**src/tte_pkg.sv**
```systemverilog
`timescale 1ns / 1ps
package tte_pkg;

	// command codes
	localparam logic [2:0] CMD_REGISTER = 3'd0;
	localparam logic [2:0] CMD_ENTER    = 3'd1;
	localparam logic [2:0] CMD_EXIT     = 3'd2;
	localparam logic [2:0] CMD_TICK     = 3'd3;
	localparam logic [2:0] CMD_INIT     = 3'd4;

	// packet types
	localparam logic [1:0] PKT_NAME  = 2'd0;
	localparam logic [1:0] PKT_TICK  = 2'd3;

	// task ids
	localparam int         ID_W           = 4;
	localparam logic [3:0] FULL_ID        = 4'd15;
	localparam int         TTE_TASK_SLOTS = 15;

	// time handling
	localparam logic [31:0] DELTA_MAX      = 32'h0000_0FFF;
	localparam logic [31:0] TICK_GAP_RESET = 32'd2000;

	// name packing
	localparam int         NAME_CHARS   = 5;
	localparam int         CODE_W       = 5;
	localparam int         NAME_W       = NAME_CHARS * CODE_W;
	localparam int         ID_SHIFT_NAME = 25;
	localparam int         ID_SHIFT_TIME = 12;
	localparam logic [4:0] CODE_SPACE   = 5'd27;
	localparam logic [4:0] CODE_DASH    = 5'd28;
	localparam logic [4:0] CODE_USCORE  = 5'd29;
	localparam logic [4:0] CODE_OTHER   = 5'd31;

	// configuration register indexes
	localparam logic REG_IDLE_HANDLE = 1'b0;
	localparam logic REG_TICK_GAP    = 1'b1;

	// result of a handle lookup
	typedef struct packed {
		logic             hit;
		logic             full;
		logic [ID_W-1:0]  id;
	} lookup_t;

	// 5-bit code of one name character
	function automatic logic [CODE_W-1:0] letter_code(input logic [7:0] c);
		logic [CODE_W-1:0] code;
		priority if (c >= 8'h41 && c <= 8'h5A) begin
			code = CODE_W'(c - 8'h40);
		end else if (c >= 8'h61 && c <= 8'h7A) begin
			code = CODE_W'(c - 8'h60);
		end else if (c == 8'h20) begin
			code = CODE_SPACE;
		end else if (c == 8'h2D) begin
			code = CODE_DASH;
		end else if (c == 8'h5F) begin
			code = CODE_USCORE;
		end else begin
			code = CODE_OTHER;
		end
		return code;
	endfunction

endpackage

```
**src/tte_name_pack.sv**
```systemverilog
`timescale 1ns / 1ps
module tte_name_pack
	import tte_pkg::*;
(
	input  logic [7:0]        name_char0,
	input  logic [7:0]        name_char1,
	input  logic [7:0]        name_char2,
	input  logic [7:0]        name_char3,
	input  logic [7:0]        name_char4,
	output logic [NAME_W-1:0] name_code
);

	logic [7:0] chars [NAME_CHARS];
	logic [NAME_CHARS-1:0] live;

	assign chars[0] = name_char0;
	assign chars[1] = name_char1;
	assign chars[2] = name_char2;
	assign chars[3] = name_char3;
	assign chars[4] = name_char4;

	// a character counts only while no zero byte came before it
	always_comb begin
		for (int i = 0; i < NAME_CHARS; i++) begin
			if (i == 0) begin
				live[i] = (chars[i] != 8'h00);
			end else begin
				live[i] = live[i-1] && (chars[i] != 8'h00);
			end
			name_code[i*CODE_W +: CODE_W] = live[i] ? letter_code(chars[i]) : '0;
		end
	end

endmodule

```
**src/tte_handle_table.sv**
```systemverilog
`timescale 1ns / 1ps
module tte_handle_table
	import tte_pkg::*;
#(
	parameter int TASK_SLOTS = TTE_TASK_SLOTS
) (
	input  logic        clk,
	input  logic        arst_n,
	input  logic [31:0] handle,
	input  logic        alloc,
	input  logic        clear,
	output lookup_t     lookup
);

	logic [31:0]           entry_q [TASK_SLOTS];
	logic [ID_W-1:0]       count_q;
	logic [TASK_SLOTS-1:0] match;
	logic [ID_W-1:0]       hit_id;

	// parallel compare against the filled entries
	always_comb begin
		for (int i = 0; i < TASK_SLOTS; i++) begin
			match[i] = (ID_W'(i) < count_q) && (entry_q[i] == handle);
		end
	end

	// lowest matching slot wins
	always_comb begin
		hit_id = '0;
		for (int i = TASK_SLOTS - 1; i >= 0; i--) begin
			if (match[i]) begin
				hit_id = ID_W'(i);
			end
		end
	end

	always_comb begin
		lookup.hit  = |match;
		lookup.full = (count_q == ID_W'(TASK_SLOTS));
		if (lookup.hit) begin
			lookup.id = hit_id;
		end else if (lookup.full) begin
			lookup.id = FULL_ID;
		end else begin
			lookup.id = count_q;
		end
	end

	// fill count
	always_ff @(posedge clk or negedge arst_n) begin
		if (!arst_n) begin
			count_q <= '0;
		end else if (clear) begin
			count_q <= '0;
		end else if (alloc && !lookup.hit && !lookup.full) begin
			count_q <= count_q + 1'b1;
		end
	end

	// new handle goes into the next free slot
	always_ff @(posedge clk) begin
		for (int i = 0; i < TASK_SLOTS; i++) begin
			if (alloc && !clear && !lookup.hit && !lookup.full && count_q == ID_W'(i)) begin
				entry_q[i] <= handle;
			end
		end
	end

endmodule

```
**src/task_trace_packet_encoder.sv**
```systemverilog
`timescale 1ns / 1ps
// an accepted event goes to the input register, then its packet to the output register
// throughput: one event per cycle unless the output is stalled; the handle compare,
// time delta and state update of one event all settle within the single processing stage
// reset: task count and last packet time clear to zero, idle handle to zero, tick gap
// to 2000; handle table contents stay undefined until written, no clearing pass
module task_trace_packet_encoder
	import tte_pkg::*;
#(
	parameter int TASK_SLOTS = TTE_TASK_SLOTS
) (
	input  logic        clk,
	input  logic        arst_n,
	// event channel
	input  logic        item_valid,
	output logic        item_stall,
	input  logic [2:0]  cmd,
	input  logic [31:0] event_handle,
	input  logic [7:0]  name_char0,
	input  logic [7:0]  name_char1,
	input  logic [7:0]  name_char2,
	input  logic [7:0]  name_char3,
	input  logic [7:0]  name_char4,
	input  logic [31:0] now_us,
	// packet channel
	output logic        pkt_valid,
	input  logic        pkt_stall,
	output logic [1:0]  packet_type,
	output logic [31:0] payload,
	// configuration
	input  logic        psel,
	input  logic        penable,
	input  logic        pwrite,
	input  logic [2:0]  paddr,
	input  logic [31:0] pwdata,
	output logic [31:0] prdata,
	output logic        pready
);

	logic [31:0] idle_handle_q;
	logic [31:0] tick_gap_q;
	logic [31:0] last_time_q;

	logic        valid_s1;
	logic [2:0]  cmd_s1;
	logic [31:0] handle_s1;
	logic [7:0]  char0_s1, char1_s1, char2_s1, char3_s1, char4_s1;
	logic [31:0] now_s1;

	logic        pkt_valid_q;
	logic [1:0]  packet_type_q;
	logic [31:0] payload_q;

	logic              advance;
	logic              item_accept;
	logic [NAME_W-1:0] name_code;
	lookup_t           lookup;
	logic              is_idle;
	logic              alloc;
	logic              clear;
	logic [31:0]       delta;
	logic [11:0]       delta_sat;
	logic              emit;
	logic              touch_time;
	logic [31:0]       result;

	// configuration port
	assign pready = 1'b1;
	assign prdata = (paddr[2] == REG_TICK_GAP) ? tick_gap_q : idle_handle_q;

	always_ff @(posedge clk or negedge arst_n) begin
		if (!arst_n) begin
			idle_handle_q <= '0;
			tick_gap_q    <= TICK_GAP_RESET;
		end else if (psel && penable && pwrite) begin
			if (paddr[2] == REG_IDLE_HANDLE) begin
				idle_handle_q <= pwdata;
			end else begin
				tick_gap_q <= pwdata;
			end
		end
	end

	// handshake
	assign advance     = valid_s1 && (!pkt_valid_q || !pkt_stall);
	assign item_stall  = valid_s1 && !advance;
	assign item_accept = item_valid && !item_stall;

	// input register
	always_ff @(posedge clk or negedge arst_n) begin
		if (!arst_n) begin
			valid_s1 <= 1'b0;
		end else if (item_accept) begin
			valid_s1 <= 1'b1;
		end else if (advance) begin
			valid_s1 <= 1'b0;
		end
	end

	always_ff @(posedge clk) begin
		if (item_accept) begin
			cmd_s1    <= cmd;
			handle_s1 <= event_handle;
			char0_s1  <= name_char0;
			char1_s1  <= name_char1;
			char2_s1  <= name_char2;
			char3_s1  <= name_char3;
			char4_s1  <= name_char4;
			now_s1    <= now_us;
		end
	end

	tte_name_pack u_name_pack (
		.name_char0 (char0_s1),
		.name_char1 (char1_s1),
		.name_char2 (char2_s1),
		.name_char3 (char3_s1),
		.name_char4 (char4_s1),
		.name_code  (name_code)
	);

	// table lookup, allocating on register and on non-idle enter or exit
	assign is_idle = (handle_s1 == idle_handle_q);
	assign alloc   = advance && ((cmd_s1 == CMD_REGISTER) ||
		(((cmd_s1 == CMD_ENTER) || (cmd_s1 == CMD_EXIT)) && !is_idle));
	assign clear   = advance && (cmd_s1 == CMD_INIT);

	tte_handle_table #(
		.TASK_SLOTS (TASK_SLOTS)
	) u_handle_table (
		.clk    (clk),
		.arst_n (arst_n),
		.handle (handle_s1),
		.alloc  (alloc),
		.clear  (clear),
		.lookup (lookup)
	);

	// time delta with saturation
	assign delta     = now_s1 - last_time_q;
	assign delta_sat = (delta > DELTA_MAX) ? DELTA_MAX[11:0] : delta[11:0];

	// per-command decision
	always_comb begin
		emit       = 1'b0;
		touch_time = 1'b0;
		result     = '0;
		unique case (cmd_s1)
			CMD_REGISTER: begin
				emit   = (lookup.id != FULL_ID);
				result = (32'(lookup.id) << ID_SHIFT_NAME) | 32'(name_code);
			end
			CMD_ENTER, CMD_EXIT: begin
				emit       = !is_idle;
				touch_time = !is_idle;
				result     = (32'(lookup.id) << ID_SHIFT_TIME) | 32'(delta_sat);
			end
			CMD_TICK: begin
				emit       = (delta > tick_gap_q);
				touch_time = emit;
				result     = 32'(delta_sat);
			end
			CMD_INIT: begin
				touch_time = 1'b1;
			end
			default: begin
				emit = 1'b0;
			end
		endcase
	end

	// last packet time
	always_ff @(posedge clk or negedge arst_n) begin
		if (!arst_n) begin
			last_time_q <= '0;
		end else if (advance && touch_time) begin
			last_time_q <= now_s1;
		end
	end

	// output register
	always_ff @(posedge clk or negedge arst_n) begin
		if (!arst_n) begin
			pkt_valid_q <= 1'b0;
		end else if (advance) begin
			pkt_valid_q <= emit;
		end else if (!pkt_stall) begin
			pkt_valid_q <= 1'b0;
		end
	end

	always_ff @(posedge clk) begin
		if (advance && emit) begin
			packet_type_q <= (cmd_s1 == CMD_REGISTER) ? PKT_NAME :
				(cmd_s1 == CMD_TICK) ? PKT_TICK : cmd_s1[1:0];
			payload_q     <= result;
		end
	end

	assign pkt_valid   = pkt_valid_q;
	assign packet_type = packet_type_q;
	assign payload     = payload_q;

endmodule
```
**config.mk**
```make
export PLATFORM = sky130hd
export DESIGN_NAME = task_trace_packet_encoder
export DESIGN_NICKNAME = d
export VERILOG_FILES = /design/src/tte_pkg.sv /design/src/tte_name_pack.sv /design/src/tte_handle_table.sv /design/src/task_trace_packet_encoder.sv
export SDC_FILE = /design/constraint.sdc
export NUM_CORES = 1
export LEC_CHECK = 0
export BUFFER_PORTS_ARGS = -buffer_cell sky130_fd_sc_hd__buf_2
export CORE_ASPECT_RATIO = 1.1
export CORE_MARGIN = 2
export CORE_UTILIZATION = 44
export CTS_CLUSTER_SIZE = 14
export DETAILED_ROUTE_END_ITERATION = 10
export PLACE_DENSITY = 0.72
export SYNTH_ARGS = -nofsm -noshare
export SYNTH_HDL_FRONTEND = slang
export SYNTH_SLANG_ARGS = --single-unit
```
**constraint.sdc**
```tcl
create_clock -name clk -period 14.45 [get_ports clk]
set_input_delay 2.1675 -clock clk [delete_from_list [all_inputs] [get_ports clk]]
set_output_delay 2.1675 -clock clk [all_outputs]
set_load 0.005 [all_outputs]
```
==> summary.md <==
| Metric | Value |
|---|---|
| FP Rows | 106 |
| DRC | 0 |
| Clk_skew | 0.0285 ns |
| Mux share of post-synthesis cell area | 0.0435 |
| Synth Area in Simple Gates | 0.104 |
| Synth Area in Compound Gates | 0.0415 |
| Post-synth top cells | edfxtp_1 (618), xor2_1 (317), xnor2_1 (227) |
| Post-Place Cell Area | 0.0362 mm2 |
| WL final | 87.0 mm |
| Ys flop type | edfxtp_1 |
| All-Layer GR Usage | 0.217 |
| PortBufs | 211 |
| Fin area | 0.0385 mm2 |
| VDD IR max | 0.107 mV |
| Critical path class | primary input to output pin |
| Area share of the largest cell type after synthesis | 0.549 |
| Ports | 218 |
| Final layout net count | 2,922 |
| Final setup fails | 0 |
| Die X | 268 um |
| CP Launch Type | primary input |
| CP max FO | 34 |
| Cell taking the most area after synthesis | edfxtp_1 |
| Post-synth EDFFs | 618 |
| #FFs+latches synth | 720 |
| Hold path depth | 1 |
| Worst hold slack | 0.504 ns |
| WHS Endpoint | last_time_q[22] |
| R2R Path Start | now_s1[0] |
| Outcome | finished, final reports clean |
| Layout cell share with drive strength beyond 1 | 0.197 |
| HP Start | last_time_q[22] |
| Synth Instances | 2,460 |
| Initial antenna violation count | 5 |
| Syn Std Cell Area | 0.0338 mm2 |
| CP Capture Type | output pin |
| Ranking of synthesized cells by area | edfxtp_1 (55%), xor2_1 (8.2%), dfrtp_1 (7.1%) |
| Worst r2r dst | last_time_q[28] |
| Non-Filler Instances | 3,794 |
| Worst-Margin Slew | 0.889 ns |
| P&R area growth vs syn | 13.8% |
| Main combinational cell family by area after synthesis | XOR/XNOR gates |
| Grt ovf | 0 |
| Synth Area in XOR/XNOR | 0.141 |
| Via count | 21,400 |
| Core area | 0.0761 mm2 |
| Largest buffer count on any clock path | 3 |
| Final setup TNS | 0 ns |
| Routed wire per std cell | 22.9 um |
| Post-synth cell types | 79 |
| Worst Hold Class | register to register |
| DRT Pass-1 Iters | 6 |
| Synth Area in Adders | 0.0250 |
| Global-route wire length before repair | 129 mm |
| Placed Cells | 3,660 |
| Slew margin rel. | 0.407 |
| Post-CTS Resized | 0 |
| Share of flip-flops with an asynchronous set or reset | 0.142 |
| Fmax | 178 MHz |
| Register area share after synthesis | 0.624 |
| Final hold violations | 0 |
| Vias per cell | 5.65 |
| Pwr Density | 153 mW/mm2 |
| Largest net degree at the start of global routing | 69 |
| Flop-to-flop setup slack | 8.84 ns |
| HPWL after DPL | 54.8 mm |
| Worst EP required | 12.28 ns |
| CTS Buf Count | 70 |
| Crit path time final | 5.63 ns |
| Final Wtd Congestion | 0.908 |
| Antenna viol nets, final | 0 |
| WP data arrival | 3.47 ns |
| Sink Count | 720 |
| Syn Area/Cell | 13.7 um2 |
| Reg clk slew, reported paths | 0.06 ns |
| Worst-skew pair later-pin latency | 0.63 ns |
| RSZ-0062 raised after global routing | no |
| Initial drt markers | 1,860 |
| Count leader, synth | edfxtp_1 |
| Post-CTS Setup Bufs | 0 |
| Synth Warn # | 0 |
| Die area | 0.0791 mm2 |
| Vias in the first global route | 21,500 |
| Max Cap Viol | 0 |
| Cts hold-fix bufs | 0 |
| Pins Over Slew Limit | 0 |
| Worst r2r path cells | 22 |
| Period utilization | 0.390 |
| CTS tree | yes |
| Clock root buffer | clkbuf_16 |
| Initial Util | 0.444 |
| H-tree depth | 3 |
| Die height | 295 um |
| Pleak | 13.6 nW |
[logic make-up (layout without fill, tap and decap cells)]
family,count (synthesis),after routing
XOR/XNOR,544,544
AO/OA/AOI/OAI,211,211
AND/OR/NAND/NOR,614,614
multiplexers,131,131
other,2,9
buffers and inverters,171,472
flip-flops,720,720
adder cells (fa/ha/maj),67,67
[where the power goes]
| group | total [W] | switching (W) | internal, W |
|---|---|---|---|
| clock network | 0.00181 | 0.000774 | 0.00103 |
| registers | 0.00257 | 0.000114 | 0.00245 |
| logic | 0.00152 | 0.000920 | 0.000598 |
[critical path, cell delays in order]
cell    delay, ns
buf_2        0.67
mux2_2       0.46
buf_2        0.15
[cells in the final DEF (no fill, tap or decap), types with 6 or more instances in the layout]
| cell type | instances |
|---|---|
| buf_2 | 210 |
| nor2_2 | 8 |
| inv_1 | 76 |
| a21oi_1 | 51 |
| o21ai_0 | 35 |
| edfxtp_1 | 618 |
| nand3_1 | 37 |
| o21bai_1 | 7 |
| nor4_1 | 112 |
| a21o_1 | 18 |
| dfrtp_1 | 96 |
| nor2b_1 | 12 |
| nand4_1 | 100 |
| or4_1 | 21 |
| mux2_2 | 127 |
| nor4_2 | 11 |
| buf_4 | 57 |
| xor2_1 | 317 |
| nor4b_1 | 7 |
| nand2b_1 | 14 |
| o211ai_1 | 13 |
| clkinv_2 | 12 |
| o21a_1 | 12 |
| o21ai_1 | 14 |
| clkinv_1 | 16 |
| clkbuf_16 | 76 |
| nand4b_1 | 15 |
| nor3_1 | 35 |
| xnor2_1 | 227 |
| clkbuf_1 | 13 |
| or3_1 | 14 |
| ha_1 | 66 |
| and3_1 | 13 |
| nand2_1 | 77 |
| and2_1 | 6 |
| nor2_1 | 99 |
| dfstp_2 | 6 |
| nor3b_1 | 6 |
[sequential cells by signal, summed over array words and instances (netlist names), 29 cells and up]
| name | count |
|---|---|
| handle_s1 | 32 |
| tick_gap_q | 32 |
| last_time_q | 32 |
| payload | 29 |
| u_handle_table.entry_q | 480 |
| idle_handle_q | 32 |
| now_s1 | 32 |
[final cells by class]
type                       instances  area (um2)
sequential                       720       21100
antenna                            5        12.5
inverter                          76         285
fill                            6384       37600
tap                             1026        1280
clock inverter                    36         260
multi-input combinational       1571       12100
clock buffer                      93        2010
timing repair buffer             267        1480
[worst max path at each step]
| stage | startpoint | endpoint | slack (ns) | cells after the start |
|---|---|---|---|---|
| 2_1_floorplan | pkt_stall | u_handle_table.entry_q[1][32] | 7.61 | 5 |
| 3_3_place_gp | paddr[2] | prdata[3] | 8.81 | 3 |
| 3_5_place_dp | paddr[2] | prdata[3] | 8.82 | 3 |
| 4_1_cts | paddr[2] | prdata[3] | 8.81 | 3 |
| 5_1_grt | now_s1[0] | last_time_q[28] | 8.51 | 22 |
| 6_report | paddr[2] | prdata[3] | 8.82 | 3 |
[metrics by stage]
stage | setup slack, ns | power [W] | utilization
3_5_place_dp | 8.82 | 0.00410 | 0.476
4_1_cts | 8.81 | 0.00590 | 0.506
3_3_place_gp | 8.81 | 0.00404 | 0.476
2_1_floorplan | 7.61 | 0.00362 | -
5_1_grt | 8.51 | 0.00615 | 0.506
6_report | 8.82 | 0.00589 | 0.506
[per-layer routing]
layer  part of all wire  wire length, um  up-vias  track usage
met1               0.40            34600    10800        0.272
li1                   -                -     9633            -
met5                  0                0        -            0
met2               0.50            43600      856        0.373
met3              0.060             5240      198       0.0289
met4              0.042             3620        0        0.100
Note: power is estimated with default switching activity, not from simulation.
